**src/design/rhp_pkg.sv**
```systemverilog
package rhp_pkg;

    // Fixed header is 3 words of 4 bytes
    localparam int unsigned HDR_BYTES    = 3 * 4;
    localparam int unsigned POS_W        = 7;
    localparam int unsigned CSRC_W       = 4;
    localparam int unsigned SEQ_W        = 16;
    localparam int unsigned DROP_W       = 15;
    localparam int unsigned MAX_CSRC_DEF = 15;
    localparam logic [SEQ_W-1:0] SEQ_HALF = 16'd32767;

    typedef logic [POS_W-1:0] pos_t;

    typedef enum logic [1:0] {
        KIND_HEADER = 2'd0,
        KIND_CSRC   = 2'd1,
        KIND_SHORT  = 2'd2,
        KIND_TRUNC  = 2'd3
    } kind_t;

    typedef enum logic [2:0] {
        ORD_IN_ORDER  = 3'd0,
        ORD_GAP       = 3'd1,
        ORD_BACKWARDS = 3'd2,
        ORD_REPEAT    = 3'd3,
        ORD_FIRST     = 3'd4
    } order_t;

    typedef struct packed {
        kind_t              kind;
        logic [1:0]         version;
        logic               padding;
        logic               extension;
        logic [3:0]         csrc_count;
        logic               marker;
        logic [6:0]         media_type;
        logic [SEQ_W-1:0]   sequence_res;
        logic [31:0]        timestamp;
        logic [31:0]        word;
        order_t             order_status;
        logic [DROP_W-1:0]  dropped;
    } result_t;

    // Header fields of a result; everything else left zero
    function automatic result_t header_fields(
        input logic [7:0]       first_octet,
        input logic [7:0]       second_octet,
        input logic [SEQ_W-1:0] seq,
        input logic [31:0]      ts
    );
        result_t r;
        r              = '0;
        r.version      = first_octet[7:6];
        r.padding      = first_octet[5];
        r.extension    = first_octet[4];
        r.csrc_count   = first_octet[3:0];
        r.marker       = second_octet[7];
        r.media_type   = second_octet[6:0];
        r.sequence_res = seq;
        r.timestamp    = ts;
        return r;
    endfunction

endpackage

```
**src/design/rhp_core.sv**
```systemverilog
module rhp_core #(
    parameter int unsigned MAX_CSRC = rhp_pkg::MAX_CSRC_DEF
) (
    input  logic             clk,
    input  logic             rst_n,
    input  logic             beat,
    input  logic [7:0]       byte_value,
    input  logic             packet_end,
    output logic             res_valid,
    output rhp_pkg::result_t res
);

    localparam logic [rhp_pkg::CSRC_W-1:0] CSRC_MAX = rhp_pkg::CSRC_W'(MAX_CSRC);
    localparam rhp_pkg::pos_t POS_HDR  = rhp_pkg::POS_W'(rhp_pkg::HDR_BYTES);
    localparam rhp_pkg::pos_t POS_LAST = rhp_pkg::POS_W'(rhp_pkg::HDR_BYTES - 1);

    rhp_pkg::pos_t                 pos_reg, pos_next;
    logic                          in_payload_reg, in_payload_next;
    logic [rhp_pkg::CSRC_W-1:0]    csrc_reg, csrc_next;
    logic [rhp_pkg::SEQ_W-1:0]     prev_seq_reg, prev_seq_next;
    logic                          prev_valid_reg, prev_valid_next;
    logic [7:0]                    first_reg, first_next;
    logic [7:0]                    second_reg, second_next;
    logic [rhp_pkg::SEQ_W-1:0]     seq_reg, seq_next;
    logic [31:0]                   ts_reg, ts_next;
    logic [31:0]                   ws_reg, ws_next;

    logic [31:0]                   ws_shift;
    logic [rhp_pkg::CSRC_W-1:0]    cc_clamped;
    logic [rhp_pkg::CSRC_W-1:0]    csrc_dec;
    logic [rhp_pkg::SEQ_W-1:0]     delta;
    rhp_pkg::order_t               order;
    logic [rhp_pkg::DROP_W-1:0]    drop_cnt;
    rhp_pkg::result_t              hdr;

    assign ws_shift   = {ws_reg[23:0], byte_value};
    assign cc_clamped = (first_reg[3:0] > CSRC_MAX) ? CSRC_MAX : first_reg[3:0];
    assign csrc_dec   = csrc_reg - 1'b1;
    assign hdr        = rhp_pkg::header_fields(first_reg, second_reg, seq_reg, ts_reg);

    // Sequence order check against the previous header
    assign delta = seq_reg - prev_seq_reg;

    always_comb
    begin
        drop_cnt = '0;
        if (!prev_valid_reg)
        begin
            order = rhp_pkg::ORD_FIRST;
        end
        else if (delta > rhp_pkg::SEQ_HALF)
        begin
            order = rhp_pkg::ORD_BACKWARDS;
        end
        else if (delta == '0)
        begin
            order = rhp_pkg::ORD_REPEAT;
        end
        else if (delta == rhp_pkg::SEQ_W'(1))
        begin
            order = rhp_pkg::ORD_IN_ORDER;
        end
        else
        begin
            order    = rhp_pkg::ORD_GAP;
            drop_cnt = rhp_pkg::DROP_W'(delta - 1'b1);
        end
    end

    always_comb
    begin
        pos_next        = pos_reg;
        in_payload_next = in_payload_reg;
        csrc_next       = csrc_reg;
        prev_seq_next   = prev_seq_reg;
        prev_valid_next = prev_valid_reg;
        first_next      = first_reg;
        second_next     = second_reg;
        seq_next        = seq_reg;
        ts_next         = ts_reg;
        ws_next         = ws_reg;
        res_valid       = 1'b0;
        res             = '0;

        if (beat)
        begin
            if (in_payload_reg)
            begin
                if (packet_end)
                begin
                    pos_next        = '0;
                    in_payload_next = 1'b0;
                    csrc_next       = '0;
                end
            end
            else if (pos_reg < POS_HDR)
            begin
                // fixed header bytes
                if (pos_reg == '0)
                begin
                    first_next = byte_value;
                end
                else if (pos_reg == rhp_pkg::POS_W'(1))
                begin
                    second_next = byte_value;
                end
                else if (pos_reg < rhp_pkg::POS_W'(4))
                begin
                    seq_next = {seq_reg[7:0], byte_value};
                end
                else if (pos_reg < rhp_pkg::POS_W'(8))
                begin
                    ts_next = {ts_reg[23:0], byte_value};
                end
                else
                begin
                    ws_next = ws_shift;
                end

                if (pos_reg != POS_LAST)
                begin
                    if (packet_end)
                    begin
                        res_valid      = 1'b1;
                        res.kind       = rhp_pkg::KIND_SHORT;
                        pos_next       = '0;
                        csrc_next      = '0;
                    end
                    else
                    begin
                        pos_next = pos_reg + 1'b1;
                    end
                end
                else
                begin
                    res_valid        = 1'b1;
                    res              = hdr;
                    res.word         = ws_shift;
                    res.order_status = order;
                    res.dropped      = drop_cnt;
                    prev_seq_next    = seq_reg;
                    prev_valid_next  = 1'b1;
                    if (cc_clamped == '0)
                    begin
                        res.kind  = rhp_pkg::KIND_HEADER;
                        pos_next  = '0;
                        in_payload_next = !packet_end;
                    end
                    else if (packet_end)
                    begin
                        res.kind  = rhp_pkg::KIND_TRUNC;
                        pos_next  = '0;
                        csrc_next = '0;
                    end
                    else
                    begin
                        res.kind  = rhp_pkg::KIND_HEADER;
                        csrc_next = cc_clamped;
                        pos_next  = POS_HDR;
                    end
                end
            end
            else
            begin
                // CSRC list; words align on 4 since the header is 12 bytes
                ws_next = ws_shift;
                if (pos_reg[1:0] == 2'b11)
                begin
                    res_valid = 1'b1;
                    csrc_next = csrc_dec;
                    if (csrc_dec == '0)
                    begin
                        res.kind        = rhp_pkg::KIND_CSRC;
                        res.word        = ws_shift;
                        pos_next        = '0;
                        in_payload_next = !packet_end;
                    end
                    else if (packet_end)
                    begin
                        res       = hdr;
                        res.kind  = rhp_pkg::KIND_TRUNC;
                        res.word  = ws_shift;
                        pos_next  = '0;
                        csrc_next = '0;
                    end
                    else
                    begin
                        res.kind = rhp_pkg::KIND_CSRC;
                        res.word = ws_shift;
                        pos_next = pos_reg + 1'b1;
                    end
                end
                else if (packet_end)
                begin
                    res_valid = 1'b1;
                    res       = hdr;
                    res.kind  = rhp_pkg::KIND_TRUNC;
                    pos_next  = '0;
                    csrc_next = '0;
                end
                else
                begin
                    pos_next = pos_reg + 1'b1;
                end
            end
        end
    end

    always_ff @(posedge clk or negedge rst_n)
    begin
        if (!rst_n)
        begin
            pos_reg        <= '0;
            in_payload_reg <= 1'b0;
            csrc_reg       <= '0;
            prev_seq_reg   <= '0;
            prev_valid_reg <= 1'b0;
        end
        else
        begin
            pos_reg        <= pos_next;
            in_payload_reg <= in_payload_next;
            csrc_reg       <= csrc_next;
            prev_seq_reg   <= prev_seq_next;
            prev_valid_reg <= prev_valid_next;
        end
    end

    // header shift registers are fully rewritten before use
    always_ff @(posedge clk)
    begin
        first_reg  <= first_next;
        second_reg <= second_next;
        seq_reg    <= seq_next;
        ts_reg     <= ts_next;
        ws_reg     <= ws_next;
    end

    a_payload_parked: assert property (@(posedge clk) disable iff (!rst_n)
        in_payload_reg |-> (pos_reg == '0 && csrc_reg == '0))
        else $error("payload skip with live position or CSRC count");

    a_csrc_in_list: assert property (@(posedge clk) disable iff (!rst_n)
        (csrc_reg != '0) |-> (pos_reg >= POS_HDR))
        else $error("CSRC count pending outside the CSRC list");

    a_drop_gap_only: assert property (@(posedge clk) disable iff (!rst_n)
        (res_valid && res.dropped != '0) |-> (res.order_status == rhp_pkg::ORD_GAP))
        else $error("dropped count without a gap");

endmodule

```
**src/design/rtp_header_parser.sv**
```systemverilog
// RTP fixed-header parser.
// Input channel: one packet byte per beat (byte_value, packet_end on the
// last byte), handshake in_valid / in_stall. Output channel: one result per
// beat (kind plus header fields, word, order_status, dropped), handshake
// out_valid / out_stall.
// A byte is taken on every cycle with in_valid high and in_stall low, so a
// line-rate stream runs at 1 byte per cycle. Byte 12 of a header yields the
// header result with its sequence check, or a truncated one if packet_end
// comes with CSRCs due; each completed CSRC word yields a CSRC result;
// packet_end before byte 12 yields a short-packet result and packet_end
// inside the CSRC list a truncated result. Payload bytes give none.
// The output register is backed by a one-entry skid register; in_stall is
// high only while that skid entry is full, so a stalled receiver costs at
// most one extra result of buffering before the input stalls. in_stall is a
// register output and does not depend combinationally on out_stall.
// Reset (rst_n, async, active low) returns the parser to the start of a
// packet, clears the previous-sequence history and empties both registers.
module rtp_header_parser #(
    parameter int unsigned MAX_CSRC = rhp_pkg::MAX_CSRC_DEF
) (
    input  logic        clk,
    input  logic        rst_n,
    input  logic        in_valid,
    output logic        in_stall,
    input  logic [7:0]  byte_value,
    input  logic        packet_end,
    output logic        out_valid,
    input  logic        out_stall,
    output logic [1:0]  kind,
    output logic [1:0]  version,
    output logic        padding,
    output logic        extension,
    output logic [3:0]  csrc_count,
    output logic        marker,
    output logic [6:0]  media_type,
    output logic [15:0] sequence_res,
    output logic [31:0] timestamp,
    output logic [31:0] word,
    output logic [2:0]  order_status,
    output logic [14:0] dropped
);

    logic             beat;
    logic             res_valid;
    rhp_pkg::result_t res;

    logic             out_valid_reg, out_valid_next;
    logic             skid_valid_reg, skid_valid_next;
    rhp_pkg::result_t out_reg, out_next;
    rhp_pkg::result_t skid_reg, skid_next;
    logic             out_take;

    assign beat     = in_valid && !skid_valid_reg;
    assign in_stall = skid_valid_reg;
    assign out_take = out_valid_reg && !out_stall;

    rhp_core #(
        .MAX_CSRC (MAX_CSRC)
    ) u_core (
        .clk        (clk),
        .rst_n      (rst_n),
        .beat       (beat),
        .byte_value (byte_value),
        .packet_end (packet_end),
        .res_valid  (res_valid),
        .res        (res)
    );

    // Output register with one skid entry behind it
    always_comb
    begin
        out_valid_next  = out_valid_reg;
        skid_valid_next = skid_valid_reg;
        out_next        = out_reg;
        skid_next       = skid_reg;

        if (skid_valid_reg)
        begin
            if (out_take)
            begin
                out_next        = skid_reg;
                skid_valid_next = 1'b0;
            end
        end
        else if (res_valid)
        begin
            if (!out_valid_reg || out_take)
            begin
                out_next       = res;
                out_valid_next = 1'b1;
            end
            else
            begin
                skid_next       = res;
                skid_valid_next = 1'b1;
            end
        end
        else if (out_take)
        begin
            out_valid_next = 1'b0;
        end
    end

    always_ff @(posedge clk or negedge rst_n)
    begin
        if (!rst_n)
        begin
            out_valid_reg  <= 1'b0;
            skid_valid_reg <= 1'b0;
        end
        else
        begin
            out_valid_reg  <= out_valid_next;
            skid_valid_reg <= skid_valid_next;
        end
    end

    always_ff @(posedge clk)
    begin
        out_reg  <= out_next;
        skid_reg <= skid_next;
    end

    assign out_valid    = out_valid_reg;
    assign kind         = out_reg.kind;
    assign version      = out_reg.version;
    assign padding      = out_reg.padding;
    assign extension    = out_reg.extension;
    assign csrc_count   = out_reg.csrc_count;
    assign marker       = out_reg.marker;
    assign media_type   = out_reg.media_type;
    assign sequence_res = out_reg.sequence_res;
    assign timestamp    = out_reg.timestamp;
    assign word         = out_reg.word;
    assign order_status = out_reg.order_status;
    assign dropped      = out_reg.dropped;

    a_skid_behind_out: assert property (@(posedge clk) disable iff (!rst_n)
        skid_valid_reg |-> out_valid_reg)
        else $error("skid entry held with empty output register");

    a_csrc_beat_clean: assert property (@(posedge clk) disable iff (!rst_n)
        (out_valid_reg && out_reg.kind == rhp_pkg::KIND_CSRC)
            |-> (out_reg.order_status == rhp_pkg::ORD_IN_ORDER && out_reg.version == '0
                 && out_reg.sequence_res == '0))
        else $error("CSRC beat carries header fields");

    a_out_hold: assert property (@(posedge clk) disable iff (!rst_n)
        (out_valid_reg && out_stall) |=> (out_valid_reg && $stable(out_reg)))
        else $error("stalled result beat changed");

endmodule

```
**config.mk**
```make
export PLATFORM = sky130hd
export DESIGN_NAME = rtp_header_parser
export DESIGN_NICKNAME = d
export VERILOG_FILES = /design/src/design/rhp_pkg.sv /design/src/design/rhp_core.sv /design/src/design/rtp_header_parser.sv
export SDC_FILE = /design/constraint.sdc
export NUM_CORES = 1
export LEC_CHECK = 0
export BUFFER_PORTS_ARGS = -buffer_cell sky130_fd_sc_hd__buf_4
export CORE_MARGIN = 1.5
export CORE_UTILIZATION = 50
export CTS_CLUSTER_SIZE = 25
export DETAILED_ROUTE_END_ITERATION = 10
export GPL_TIMING_DRIVEN = 1
export PLACE_DENSITY = 0.72
export SLEW_MARGIN = 20
export SYNTH_ARGS = -nofsm -noshare
export SYNTH_HDL_FRONTEND = slang
export SYNTH_HIERARCHICAL = 1
export SYNTH_SLANG_ARGS = --single-unit
```
**constraint.sdc**
```tcl
create_clock -name clk -period 12.42 [get_ports clk]
set_clock_uncertainty 0.15 [all_clocks]
set_input_delay 1.242 -clock clk [delete_from_list [all_inputs] [get_ports clk]]
set_output_delay 1.242 -clock clk [all_outputs]
set_load 0.05 [all_outputs]
```
==> results of run 1 <==
## synth_stat cells (all sizes together), types with 23 or more instances
cell	number	area, µm²
dfrtp	31	776
inv	28	105
nand2	43	161
and3	37	231
ha	24	300
and2	67	420
nor3	23	176
mux2	119	1340
nor2	23	93.8
a21oi	29	160
o21ai	41	205
edfxtp	320	9610
## where the power goes
part	total (mW)	internal (mW)	switching, mW
registers	1.56	1.49	0.0653
clock network	1.04	0.615	0.429
logic	0.990	0.296	0.694
## worst max-delay path, cell delays in order
cell and delay [ns]:
buf_4 0.09, nor2b_1 0.29, nand2_1 0.34, o31ai_1 0.41, nand2b_1 0.22, nor2_4 0.43
buf_4 0.52, buf_4 0.78
## metrics by stage
| stage | utilization | setup slack (ns) | hold slack, ns |
|---|---|---|---|
| CTS | 0.591 | 7.83 | 0.288 |
| global route | 0.592 | 7.61 | 0.299 |
| floorplan | - | 4.01 | 0.267 |
| detailed placement | 0.552 | 7.41 | 0.274 |
| global placement | 0.552 | 7.46 | 0.271 |
| finish | 0.592 | 8.00 | 0.283 |
## cells by family after synthesis
| family | Yosys count | synth area share |
|---|---|---|
| buf+inv | 70 | 0.0237 |
| mux | 123 | 0.0922 |
| compound gates | 124 | 0.0581 |
| xor+xnor | 23 | 0.0135 |
| fa+ha+maj | 25 | 0.0214 |
| flops | 351 | 0.694 |
| simple gates | 244 | 0.0975 |
## routing by layer
layer | track usage | share of wire | vias to the layer above
li1 | - | - | 3891
met5 | 0 | 0 | -
met4 | 0.0623 | 0.023 | 0
met3 | 0.0297 | 0.044 | 38
met1 | 0.261 | 0.46 | 4034
met2 | 0.291 | 0.48 | 197
## area by class of cell
class                           count  share of cell area
Timing Repair Buffer              143              0.0625
Multi-Input combinational cell    539               0.245
Clock buffer                       41              0.0526
Inverter                           28             0.00601
Clock inverter                     18              0.0124
Sequential cell                   351               0.594
Tap cell                          390              0.0279
## worst max path at each step
| stage | start | endpoint | slack (ns) | cells past startpoint |
|---|---|---|---|---|
| floorplan | in_valid | csrc_count[0]$_DFFE_PP_ | 4.01 | 5 |
| global placement | in_valid | skid_reg[13]$_DFFE_PP_ | 7.46 | 8 |
| detailed placement | in_valid | skid_reg[1]$_DFFE_PP_ | 7.41 | 8 |
| CTS | u_core/pos_reg[0]$_DFFE_PN0P_ | skid_reg[71]$_DFFE_PP_ | 7.83 | 7 |
| global route | in_valid | skid_reg[55]$_DFFE_PP_ | 7.61 | 8 |
| finish | in_valid | skid_reg[53]$_DFFE_PP_ | 8.00 | 8 |
==> flow_summary.html, run 1 <==
<table>
<tr><th>Metric</th><th>Value</th></tr>
<tr><th colspan="2">Layout</th></tr>
<tr><td>Net count reported at finish</td><td>1137</td></tr>
<tr><td>Count of filler cells inserted in the layout</td><td>2316</td></tr>
<tr><td>Number of flip-flops in the largest register</td><td>116</td></tr>
<tr><td>Post-route cell area</td><td>17500 µm²</td></tr>
<tr><td>Area taken by flip-flops and latches</td><td>10400 µm²</td></tr>
<tr><td>Most common library cell in the layout ignoring fill and taps</td><td>edfxtp_1</td></tr>
<tr><td>Share of layout cells above drive strength 1</td><td>0.318</td></tr>
<tr><td>Area growth syn-to-layout</td><td>16.9%</td></tr>
<tr><td>Area of the multi-input gates</td><td>4280 µm²</td></tr>
<tr><td>Antenna diode instance count</td><td>0</td></tr>
<tr><td>Commonest non-fill, non-tap cells in the layout</td><td>320 x edfxtp_1, 142 x buf_4, 119 x mux2_2</td></tr>
<tr><td>Final cell count without fillers</td><td>1510</td></tr>
<tr><th colspan="2">Setup path</th></tr>
<tr><td>Reg2Reg Depth</td><td>12</td></tr>
<tr><td>Critical path startpoint category</td><td>input port</td></tr>
<tr><td>Classification of the worst setup path</td><td>in -&gt; reg</td></tr>
<tr><td>Reg-to-reg critical path endpoint</td><td>dropped[6]$_DFFE_PP_</td></tr>
<tr><td>Worst Path Required</td><td>12.40 ns</td></tr>
<tr><td>Worst Path Arrival</td><td>4.41 ns</td></tr>
<tr><td>R2r setup slk</td><td>8.24 ns</td></tr>
<tr><td>Endpoint kind of the worst setup timing path</td><td>register</td></tr>
<tr><td>Biggest fanout along the worst timing path</td><td>66</td></tr>
<tr><td>Reg2Reg Launch Point</td><td>u_core/seq_reg[0]$_DFFE_PP_</td></tr>
<tr><th colspan="2">Drt</th></tr>
<tr><td>Routed via count</td><td>8160</td></tr>
<tr><td>Detailed-routing iteration count for the pre-antenna-repair pass</td><td>5</td></tr>
<tr><td>Total DRC errors in the routed layout</td><td>0</td></tr>
<tr><td>Starting DRC count in detailed routing</td><td>623</td></tr>
<tr><td>Vias per Instance</td><td>5.40</td></tr>
<tr><td>Routed WL per cell</td><td>18.5 µm</td></tr>
<tr><td>Total Wirelength</td><td>27.9 mm</td></tr>
<tr><td>Number of nets with antenna violations after detailed routing</td><td>0</td></tr>
<tr><th colspan="2">Timing</th></tr>
<tr><td>Number of endpoints with negative hold slack in the final report</td><td>0</td></tr>
<tr><td>Slew margin rel.</td><td>0.286</td></tr>
<tr><td>Final count of negative-setup-slack endpoints</td><td>0</td></tr>
<tr><td>Slew at the pin with the worst max-slew slack</td><td>1.07 ns</td></tr>
<tr><td>Share of the clock period used by the worst path</td><td>0.356</td></tr>
<tr><td>RSZ-0062 raised after global routing</td><td>no</td></tr>
<tr><td>Final Critical Period</td><td>4.42 ns</td></tr>
<tr><td>Max-slew violation count</td><td>0</td></tr>
<tr><td>Max Freq</td><td>226 MHz</td></tr>
<tr><td>Final-layout setup total negative slack</td><td>0 ns</td></tr>
<tr><th colspan="2">Logic synthesis</th></tr>
<tr><td>Number of nets produced by synthesis</td><td>998</td></tr>
<tr><td>Count of different cell masters after synthesis</td><td>75</td></tr>
<tr><td>Sequential-to-total area share from yosys stat</td><td>0.694</td></tr>
<tr><td>Most used flip-flop cell after synthesis</td><td>edfxtp_1</td></tr>
<tr><td>Area of the mapped netlist</td><td>15000 µm²</td></tr>
<tr><td>Per-instance average area after synthesis</td><td>15.6 µm²</td></tr>
<tr><td>Async set or reset register ratio after synthesis</td><td>0.0883</td></tr>
<tr><td>Number of register bits inferred by synthesis</td><td>351</td></tr>
<tr><td>Count of flip-flops with a built-in enable after synthesis</td><td>320</td></tr>
<tr><td>Warning count from the yosys run</td><td>6</td></tr>
<tr><td>Post-synthesis cell count</td><td>960</td></tr>
<tr><th colspan="2">Clock network</th></tr>
<tr><td>TritonCTS clock tree</td><td>built</td></tr>
<tr><td>Post-CTS Setup Inserts</td><td>0</td></tr>
<tr><td>Clock Tree Buf Depth</td><td>3</td></tr>
<tr><td>Clock-pin slew on the worst setup and hold paths</td><td>0.06 ns</td></tr>
<tr><td>Insertion delay of the later-clocked pin in the worst-skew pair</td><td>0.52 ns</td></tr>
<tr><td>Cts repair resizes</td><td>0</td></tr>
<tr><td>Clock Tree Root</td><td>clkbuf_16</td></tr>
<tr><td>Number of buffers added to fix hold violations after cts</td><td>0</td></tr>
<tr><td>H-tree depth</td><td>2</td></tr>
<tr><td># clock sinks</td><td>351</td></tr>
<tr><td>Clock buffers created by TritonCTS</td><td>36</td></tr>
<tr><th colspan="2">Floorplanning</th></tr>
<tr><td>Std cell rows</td><td>63</td></tr>
<tr><td>Die Span Y</td><td>176 µm</td></tr>
<tr><td>CORE AREA</td><td>29600 µm²</td></tr>
<tr><td>Die outline area</td><td>31000 µm²</td></tr>
<tr><td>Top-level port count</td><td>131</td></tr>
<tr><td>Initial standard-cell utilization of the core</td><td>0.506</td></tr>
<tr><td>Chip width</td><td>176 µm</td></tr>
<tr><th colspan="2">Placed design</th></tr>
<tr><td>I/O Buffers</td><td>130</td></tr>
<tr><td>GPL Wtd Cong</td><td>0.841</td></tr>
<tr><td>Placed Cells</td><td>1450</td></tr>
<tr><td>Placed cell area</td><td>16300 µm²</td></tr>
<tr><td>Total half-perimeter wirelength after legalization and detailed placement</td><td>18.0 mm</td></tr>
<tr><th colspan="2">Global routing</th></tr>
<tr><td>Initial antenna violation count</td><td>0</td></tr>
<tr><td>Overall global routing resource usage</td><td>0.184</td></tr>
<tr><td>First-pass GRT wire length</td><td>44.3 mm</td></tr>
<tr><td>Pin count of the biggest net entering global routing</td><td>83</td></tr>
<tr><td>Remaining global-route overflow</td><td>0</td></tr>
<tr><td>Via count of the first global-routing pass</td><td>8076</td></tr>
<tr><th colspan="2">Pwr</th></tr>
<tr><td>Power Dens Cells</td><td>205 nW/µm²</td></tr>
<tr><td>Peak supply drop</td><td>102 µV</td></tr>
<tr><td>Lkg Pwr</td><td>6.70 nW</td></tr>
<tr><td>Post-route total power</td><td>3.59 mW</td></tr>
<tr><th colspan="2">Min path</th></tr>
<tr><td>Min-Delay Path Class</td><td>reg -&gt; reg</td></tr>
<tr><td>Worst-case hold path end point</td><td>u_core/ws_reg[10]$_DFFE_PP_</td></tr>
<tr><td>Hold wc startpoint</td><td>u_core/ws_reg[2]$_DFFE_PP_</td></tr>
<tr><td>WHS Path Cells</td><td>0</td></tr>
<tr><th colspan="2">Run</th></tr>
<tr><td>Max Cap Viol</td><td>0</td></tr>
<tr><th colspan="2">Status</th></tr>
<tr><td>Status</td><td>finished, final reports clean</td></tr>
</table>
No activity file was read; power rests on OpenSTA's default activity.
==> run 2, diff against run 1 <==
PLACE_DENSITY = 0.74   (was 0.72)
clock period = 3.55 ns   (was 12.42 ns; I/O delays follow)
==> flow_summary.html, run 2 (synthesis results as in run 1) <==
<table>
<tr><th>Metric</th><th>Value</th></tr>
<tr><th colspan="2">Global routing</th></tr>
<tr><td>Via count of the first global-routing pass</td><td>8234</td></tr>
<tr><td>Overall global routing resource usage</td><td>0.191</td></tr>
<tr><td>First-pass GRT wire length</td><td>45.8 mm</td></tr>
<tr><td>Remaining global-route overflow</td><td>0</td></tr>
<tr><td>Pin count of the biggest net entering global routing</td><td>78</td></tr>
<tr><td>Initial antenna violation count</td><td>0</td></tr>
<tr><th colspan="2">Min path</th></tr>
<tr><td>Min-Delay Path Class</td><td>in -&gt; reg</td></tr>
<tr><th colspan="2">Timing</th></tr>
<tr><td>Slew margin rel.</td><td>0.368</td></tr>
<tr><td>Worst-case setup margin in the final layout</td><td>0.119 ns</td></tr>
<tr><td>Final count of negative-setup-slack endpoints</td><td>0</td></tr>
<tr><td>Slew at the pin with the worst max-slew slack</td><td>0.945 ns</td></tr>
<tr><td>Max-slew violation count</td><td>0</td></tr>
<tr><td>Number of endpoints with negative hold slack in the final report</td><td>0</td></tr>
<tr><td>Final Critical Period</td><td>3.43 ns</td></tr>
<tr><td>Worst slack on hold paths</td><td>0.0189 ns</td></tr>
<tr><td>Max Freq</td><td>291 MHz</td></tr>
<tr><td>Share of the clock period used by the worst path</td><td>0.966</td></tr>
<tr><th colspan="2">Layout</th></tr>
<tr><td>Commonest non-fill, non-tap cells in the layout</td><td>320 x edfxtp_1, 170 x buf_4, 118 x mux2_2</td></tr>
<tr><td>Area of the multi-input gates</td><td>4540 µm²</td></tr>
<tr><td>Most common library cell in the layout ignoring fill and taps</td><td>edfxtp_1</td></tr>
<tr><td>Area growth syn-to-layout</td><td>21.7%</td></tr>
<tr><td>Net count reported at finish</td><td>1181</td></tr>
<tr><td>Antenna diode instance count</td><td>0</td></tr>
<tr><td>Count of filler cells inserted in the layout</td><td>2220</td></tr>
<tr><td>Number of flip-flops in the largest register</td><td>116</td></tr>
<tr><td>Area taken by flip-flops and latches</td><td>10400 µm²</td></tr>
<tr><td>Share of layout cells above drive strength 1</td><td>0.360</td></tr>
<tr><th colspan="2">Run</th></tr>
<tr><td>Max Cap Viol</td><td>0</td></tr>
<tr><th colspan="2">Placed design</th></tr>
<tr><td>Total half-perimeter wirelength after legalization and detailed placement</td><td>18.5 mm</td></tr>
<tr><td>GPL Wtd Cong</td><td>0.851</td></tr>
<tr><td>Pre-CTS setup slack</td><td>-0.0996 ns</td></tr>
<tr><td>I/O Buffers</td><td>130</td></tr>
<tr><th colspan="2">Floorplanning</th></tr>
<tr><td>Initial standard-cell utilization of the core</td><td>0.506</td></tr>
<tr><td>Top-level port count</td><td>131</td></tr>
<tr><td>CORE AREA</td><td>29600 µm²</td></tr>
<tr><td>Chip width</td><td>176 µm</td></tr>
<tr><td>Die Span Y</td><td>176 µm</td></tr>
<tr><td>Std cell rows</td><td>63</td></tr>
<tr><td>Die outline area</td><td>31000 µm²</td></tr>
<tr><th colspan="2">Setup path</th></tr>
<tr><td>Worst Path Arrival</td><td>3.54 ns</td></tr>
<tr><td>Critical path startpoint category</td><td>register</td></tr>
<tr><td>Biggest fanout along the worst timing path</td><td>5</td></tr>
<tr><td>Worst Path Required</td><td>3.66 ns</td></tr>
<tr><td>Classification of the worst setup path</td><td>reg -&gt; reg</td></tr>
<tr><td>R2r setup slk</td><td>0.12 ns</td></tr>
<tr><td>Endpoint kind of the worst setup timing path</td><td>register</td></tr>
<tr><th colspan="2">Clock network</th></tr>
<tr><td>TritonCTS clock tree</td><td>built</td></tr>
<tr><td>Clock buffers created by TritonCTS</td><td>36</td></tr>
<tr><td>H-tree depth</td><td>2</td></tr>
<tr><td>Clock-pin slew on the worst setup and hold paths</td><td>0.06 ns</td></tr>
<tr><td># clock sinks</td><td>351</td></tr>
<tr><td>Insertion delay of the later-clocked pin in the worst-skew pair</td><td>0.51 ns</td></tr>
<tr><td>Clock Tree Buf Depth</td><td>3</td></tr>
<tr><td>Clock Tree Root</td><td>clkbuf_16</td></tr>
<tr><th colspan="2">Drt</th></tr>
<tr><td>Routed via count</td><td>8486</td></tr>
<tr><td>Vias per Instance</td><td>5.44</td></tr>
<tr><td>Starting DRC count in detailed routing</td><td>596</td></tr>
<tr><td>Number of nets with antenna violations after detailed routing</td><td>0</td></tr>
<tr><td>Routed WL per cell</td><td>18.9 µm</td></tr>
<tr><td>Total DRC errors in the routed layout</td><td>0</td></tr>
<tr><td>Total Wirelength</td><td>29.6 mm</td></tr>
<tr><td>Detailed-routing iteration count for the pre-antenna-repair pass</td><td>5</td></tr>
<tr><th colspan="2">Pwr</th></tr>
<tr><td>Lkg Pwr</td><td>6.97 nW</td></tr>
<tr><td>Power Dens Cells</td><td>704 nW/µm²</td></tr>
<tr><td>Peak supply drop</td><td>377 µV</td></tr>
<tr><td>Post-route total power</td><td>12.8 mW</td></tr>
<tr><th colspan="2">Status</th></tr>
<tr><td>Status</td><td>finished, final reports clean</td></tr>
</table>
-- run 2: changes by cell type in the layout (fill, tap and decap cells not counted), sizes merged --
cell / previous run / this run
clkbuf: 41 / 46
clkinv: 14 / 11
buf: 143 / 177
clkinvlp: 0 / 2
dlygate4sd3: 0 / 10
inv: 28 / 31
-- run 2: critical path, cell delays in order, from the launching register on --
cell and delay (ns):
dfrtp_1 0.41, ha_4 0.18, fa_2 0.35, nand2b_4 0.16, a211oi_4 0.34, o21a_1 0.23
buf_4 0.13, nor3_2 0.04, buf_4 0.15, o2111ai_4 0.24, buf_4 0.18, nor3_1 0.06
xnor2_1 0.22, nor3_2 0.08, mux2_2 0.26
-- run 2: path summary, 6_finish.rpt --
| kind | from | to | cells past startpoint |
|---|---|---|---|
| worst max-delay path | u_core/prev_seq_reg[0]$_DFFE_PN0P_ | dropped[13]$_DFFE_PP_ | 14 |
| worst min-delay path | byte_value[7] | u_core/seq_reg[7]$_DFFE_PP_ | 1 |
| worst max register to register | u_core/prev_seq_reg[0]$_DFFE_PN0P_ | dropped[13]$_DFFE_PP_ | 14 |
| worst min register to register | u_core/ws_reg[7]$_DFFE_PP_ | u_core/ws_reg[15]$_DFFE_PP_ | 0 |
| max in group asynchronous | rst_n | in_stall$_DFF_PN0_ | 2 |
| min in group asynchronous | rst_n | u_core/prev_seq_reg[7]$_DFFE_PN0P_ | 2 |
-- run 2: through the flow --
stage	cells	setup TNS [ns]	instance area, µm²	utilization
after detailed placement	1469	-0.959	16600	0.561
after global placement	1469	0	16600	0.561
final	1561	0	18200	0.616
after CTS	1549	0	17900	0.607
after global routing	1561	-0.146	18200	0.616
after floorplan	960	-102.72	15000	-
-- run 2: routing by layer --
metal / track usage / vias up / wire [µm]
met2: 0.304 / 194 / 14100
met5: 0 / - / 0
met1: 0.264 / 4243 / 13400
met4: 0.0687 / 0 / 879
li1: - / 3995 / -
met3: 0.0327 / 54 / 1170
-- run 2: what timing repair did --
item / in CTS / in global routing
pin swaps: 3 / 11
endpoints found under the hold margin: 62 / 2
setup endpoints to repair: 15 / 21
gates resized for setup: 12 / 32
gates cloned: 1 / 0
hold buffers: 9 / 1
setup buffers: 4 / 11
-- run 2: power breakdown --
part / internal (mW) / switching, mW
clock network: 2.23 / 1.50
registers: 5.22 / 0.236
logic: 1.13 / 2.51
-- run 2: final cells by class --
| type | count | share of cell area |
|---|---|---|
| inverter | 28 | 0.00577 |
| multi-input combinational | 539 | 0.249 |
| clock buffer | 46 | 0.0532 |
| tap | 390 | 0.0268 |
| timing repair buffer | 187 | 0.0832 |
| clock inverter | 20 | 0.0114 |
| sequential | 351 | 0.570 |
==> run 3, diff against run 2 <==
CORE_UTILIZATION = 54   (was 50)
GPL_TIMING_DRIVEN = 0   (was 1)
PLACE_DENSITY = 0.79   (was 0.74)
==> flow_summary.html, run 3 (synthesis results as in run 1) <==
<table>
<tr><th>Metric</th><th>Value</th></tr>
<tr><th colspan="2">Min path</th></tr>
<tr><td>Hold wc startpoint</td><td>in_valid</td></tr>
<tr><td>Min-Delay Path Class</td><td>in -&gt; reg</td></tr>
<tr><td>Worst-case hold path end point</td><td>u_core/in_payload_reg$_DFFE_PN0P_</td></tr>
<tr><td>WHS Path Cells</td><td>3</td></tr>
<tr><th colspan="2">Clock network</th></tr>
<tr><td>H-tree depth</td><td>2</td></tr>
<tr><td>Clock buffers created by TritonCTS</td><td>36</td></tr>
<tr><td>Clock-pin slew on the worst setup and hold paths</td><td>0.06 ns</td></tr>
<tr><td>TritonCTS clock tree</td><td>built</td></tr>
<tr><td># clock sinks</td><td>351</td></tr>
<tr><td>Insertion delay of the later-clocked pin in the worst-skew pair</td><td>0.51 ns</td></tr>
<tr><td>Clock Tree Root</td><td>clkbuf_16</td></tr>
<tr><td>Clock Tree Buf Depth</td><td>3</td></tr>
<tr><th colspan="2">Placed design</th></tr>
<tr><td>I/O Buffers</td><td>130</td></tr>
<tr><td>GPL Wtd Cong</td><td>0.894</td></tr>
<tr><td>Total half-perimeter wirelength after legalization and detailed placement</td><td>20.1 mm</td></tr>
<tr><td>Placed Cells</td><td>1477</td></tr>
<tr><th colspan="2">Setup path</th></tr>
<tr><td>Biggest fanout along the worst timing path</td><td>7</td></tr>
<tr><td>Cell with the largest stage delay on the worst path</td><td>edfxtp_1</td></tr>
<tr><td>Worst Path Arrival</td><td>3.64 ns</td></tr>
<tr><td>Max stage delay on crit path</td><td>0.50 ns</td></tr>
<tr><td>Classification of the worst setup path</td><td>reg -&gt; reg</td></tr>
<tr><td>Critical-path cell list</td><td>ha_1 &gt; buf_2 &gt; nand2_1 &gt; a211oi_4 &gt; buf_4 &gt; or2_2 &gt; o211ai_4 &gt; o2111ai_4 &gt; nor3_4 &gt; nor3b_4 &gt; buf_6 &gt; nor3_1 &gt; mux2_2</td></tr>
<tr><td>Reg2Reg Launch Point</td><td>u_core/seq_reg[4]$_DFFE_PP_</td></tr>
<tr><td>Critical path startpoint category</td><td>register</td></tr>
<tr><td>Reg2Reg Depth</td><td>13</td></tr>
<tr><td>Reg-to-reg critical path endpoint</td><td>dropped[4]$_DFFE_PP_</td></tr>
<tr><td>Endpoint kind of the worst setup timing path</td><td>register</td></tr>
<tr><td>Worst Path Required</td><td>3.65 ns</td></tr>
<tr><td>R2r setup slk</td><td>0.02 ns</td></tr>
<tr><th colspan="2">Timing</th></tr>
<tr><td>Share of the clock period used by the worst path</td><td>0.995</td></tr>
<tr><td>Final Critical Period</td><td>3.53 ns</td></tr>
<tr><td>Max Freq</td><td>283 MHz</td></tr>
<tr><td>Max-slew violation count</td><td>0</td></tr>
<tr><td>RSZ-0062 raised after global routing</td><td>yes</td></tr>
<tr><td>Worst slack on hold paths</td><td>0.135 ns</td></tr>
<tr><td>Slew at the pin with the worst max-slew slack</td><td>1.05 ns</td></tr>
<tr><td>Number of endpoints with negative hold slack in the final report</td><td>0</td></tr>
<tr><td>Slew margin rel.</td><td>0.293</td></tr>
<tr><td>Final count of negative-setup-slack endpoints</td><td>0</td></tr>
<tr><th colspan="2">Pwr</th></tr>
<tr><td>Part of the power in registers</td><td>0.418</td></tr>
<tr><td>Combinational share of power</td><td>0.292</td></tr>
<tr><td>Power Dens Cells</td><td>715 nW/µm²</td></tr>
<tr><td>Switching power</td><td>4.31 mW</td></tr>
<tr><td>Peak supply drop</td><td>356 µV</td></tr>
<tr><td>Net switching fraction of the power</td><td>0.329</td></tr>
<tr><td>Cell-internal power</td><td>8.77 mW</td></tr>
<tr><td>Clk pwr share</td><td>0.291</td></tr>
<tr><td>Lkg Pwr</td><td>7.08 nW</td></tr>
<tr><th colspan="2">Global routing</th></tr>
<tr><td>Via count of the first global-routing pass</td><td>8515</td></tr>
<tr><td>First-pass GRT wire length</td><td>46.8 mm</td></tr>
<tr><td>Pin count of the biggest net entering global routing</td><td>34</td></tr>
<tr><td>Remaining global-route overflow</td><td>0</td></tr>
<tr><td>Initial antenna violation count</td><td>0</td></tr>
<tr><td>Overall global routing resource usage</td><td>0.212</td></tr>
<tr><th colspan="2">Floorplanning</th></tr>
<tr><td>Top-level port count</td><td>131</td></tr>
<tr><td>Die Span Y</td><td>170 µm</td></tr>
<tr><td>CORE AREA</td><td>27100 µm²</td></tr>
<tr><td>Std cell rows</td><td>60</td></tr>
<tr><td>Die outline area</td><td>28700 µm²</td></tr>
<tr><td>Initial standard-cell utilization of the core</td><td>0.552</td></tr>
<tr><td>Chip width</td><td>170 µm</td></tr>
<tr><th colspan="2">Drt</th></tr>
<tr><td>Total DRC errors in the routed layout</td><td>0</td></tr>
<tr><td>Routed via count</td><td>8712</td></tr>
<tr><td>Routed WL per cell</td><td>19.3 µm</td></tr>
<tr><td>Detailed-routing iteration count for the pre-antenna-repair pass</td><td>5</td></tr>
<tr><td>Starting DRC count in detailed routing</td><td>629</td></tr>
<tr><td>Number of nets with antenna violations after detailed routing</td><td>0</td></tr>
<tr><td>Vias per Instance</td><td>5.56</td></tr>
<tr><td>Total Wirelength</td><td>30.3 mm</td></tr>
<tr><th colspan="2">Layout</th></tr>
<tr><td>Commonest non-fill, non-tap cells in the layout</td><td>320 x edfxtp_1, 144 x buf_4, 117 x mux2_2</td></tr>
<tr><td>Antenna diode instance count</td><td>0</td></tr>
<tr><td>Number of flip-flops in the largest register</td><td>116</td></tr>
<tr><td>Share of layout cells above drive strength 1</td><td>0.346</td></tr>
<tr><td>Most common library cell in the layout ignoring fill and taps</td><td>edfxtp_1</td></tr>
<tr><td>Net count reported at finish</td><td>1206</td></tr>
<tr><td>Final cell count without fillers</td><td>1568</td></tr>
<tr><td>Count of filler cells inserted in the layout</td><td>1809</td></tr>
<tr><td>Area growth syn-to-layout</td><td>22.3%</td></tr>
<tr><th colspan="2">Status</th></tr>
<tr><td>Status</td><td>finished, final reports clean</td></tr>
<tr><th colspan="2">Run</th></tr>
<tr><td>Max Cap Viol</td><td>0</td></tr>
</table>
[run 3: cell types whose count changed in the layout (fill, tap and decap cells not counted), moves of 3 or more]
cell      change
nor3_1        +5
buf_4        -26
buf_16        +8
a211oi_2      +3
o21ai_0       +3
buf_2        +11
clkbuf_1     +23
nor3_4        -5
buf_6        +12
o21ai_1       -3
ha_1          +4
[run 3: per-stage QoR]
step | TNS (ns) | utilization | total power [mW] | worst slack (ns) | area (µm²)
final | 0 | 0.676 | 13.1 | 0.0177 | 18300
after global routing | -2.24 | 0.676 | 13.5 | -0.160 | 18300
after CTS | 0 | 0.673 | 13.2 | 0.00427 | 18200
after detailed placement | -9.47 | 0.621 | 9.30 | -0.490 | 16800
after global placement | -349.53 | 0.608 | 9.08 | -1.54 | 16500
after floorplan | -102.72 | - | 8.08 | -0.601 | 15000
[run 3: area by class of cell]
| class | count | area (µm²) | share of cell area |
|---|---|---|---|
| clock buffers | 47 | 963 | 0.0526 |
| well taps | 372 | 465 | 0.0254 |
| flip-flops and latches | 351 | 10400 | 0.567 |
| plain buffers | 42 | 255 | 0.0139 |
| multi-input cells | 539 | 4390 | 0.240 |
| repair buffers | 170 | 1520 | 0.0830 |
| inverters | 28 | 105 | 0.00574 |
| clock inverters | 19 | 224 | 0.0122 |
[run 3: how the worst max path moves through the flow]
stage,start,to,slack (ns)
after floorplan,in_stall$_DFF_PN0_,csrc_count[0]$_DFFE_PP_,-0.60
after detailed placement,u_core/seq_reg[0]$_DFFE_PP_,dropped[13]$_DFFE_PP_,-0.49
after global routing,u_core/seq_reg[1]$_DFFE_PP_,dropped[10]$_DFFE_PP_,-0.16
final,u_core/seq_reg[4]$_DFFE_PP_,dropped[4]$_DFFE_PP_,0.02
after global placement,in_stall$_DFF_PN0_,dropped[4]$_DFFE_PP_,-1.54
after CTS,u_core/seq_reg[1]$_DFFE_PP_,dropped[5]$_DFFE_PP_,0.004
[run 3: power by group through the flow]
stage	Sequential, mW	Clock, mW	Combinational (mW)
2_1_floorplan	6.86	0	1.22
3_5_place_dp	5.55	0	3.75
5_1_grt	5.51	4.03	4.00
4_1_cts	5.46	3.87	3.82
6_report	5.46	3.81	3.81
3_3_place_gp	5.59	0	3.49
[run 3: routing by layer]
layer / routed length (µm) / up-vias / global-route usage
met5: 0 / - / 0
met3: 1470 / 58 / 0.0366
li1: - / 4059 / -
met1: 13100 / 4348 / 0.287
met4: 712 / 0 / 0.0643
met2: 15000 / 247 / 0.356
[run 3: timing repair]
item / 4_1_cts / 5_1_grt
hold endpoints to repair: 73 / 0
gates resized for setup: 15 / 9
pin swaps: 6 / 10
setup buffers: 10 / 4
setup endpoints to repair: 33 / 88
cloned: 1 / 0
hold buffers: 10 / 0
[run 3: critical path, delay by kind of cell, from the launching register on]
| family | cells | cell delay, ns |
|---|---|---|
| AND/OR/NAND/NOR | 5 | 1.01 |
| AO/OA/AOI/OAI | 3 | 0.54 |
| flip-flops | 1 | 0.50 |
| buffers and inverters | 3 | 0.49 |
| adder cells (fa/ha/maj) | 1 | 0.32 |
| multiplexers | 1 | 0.27 |
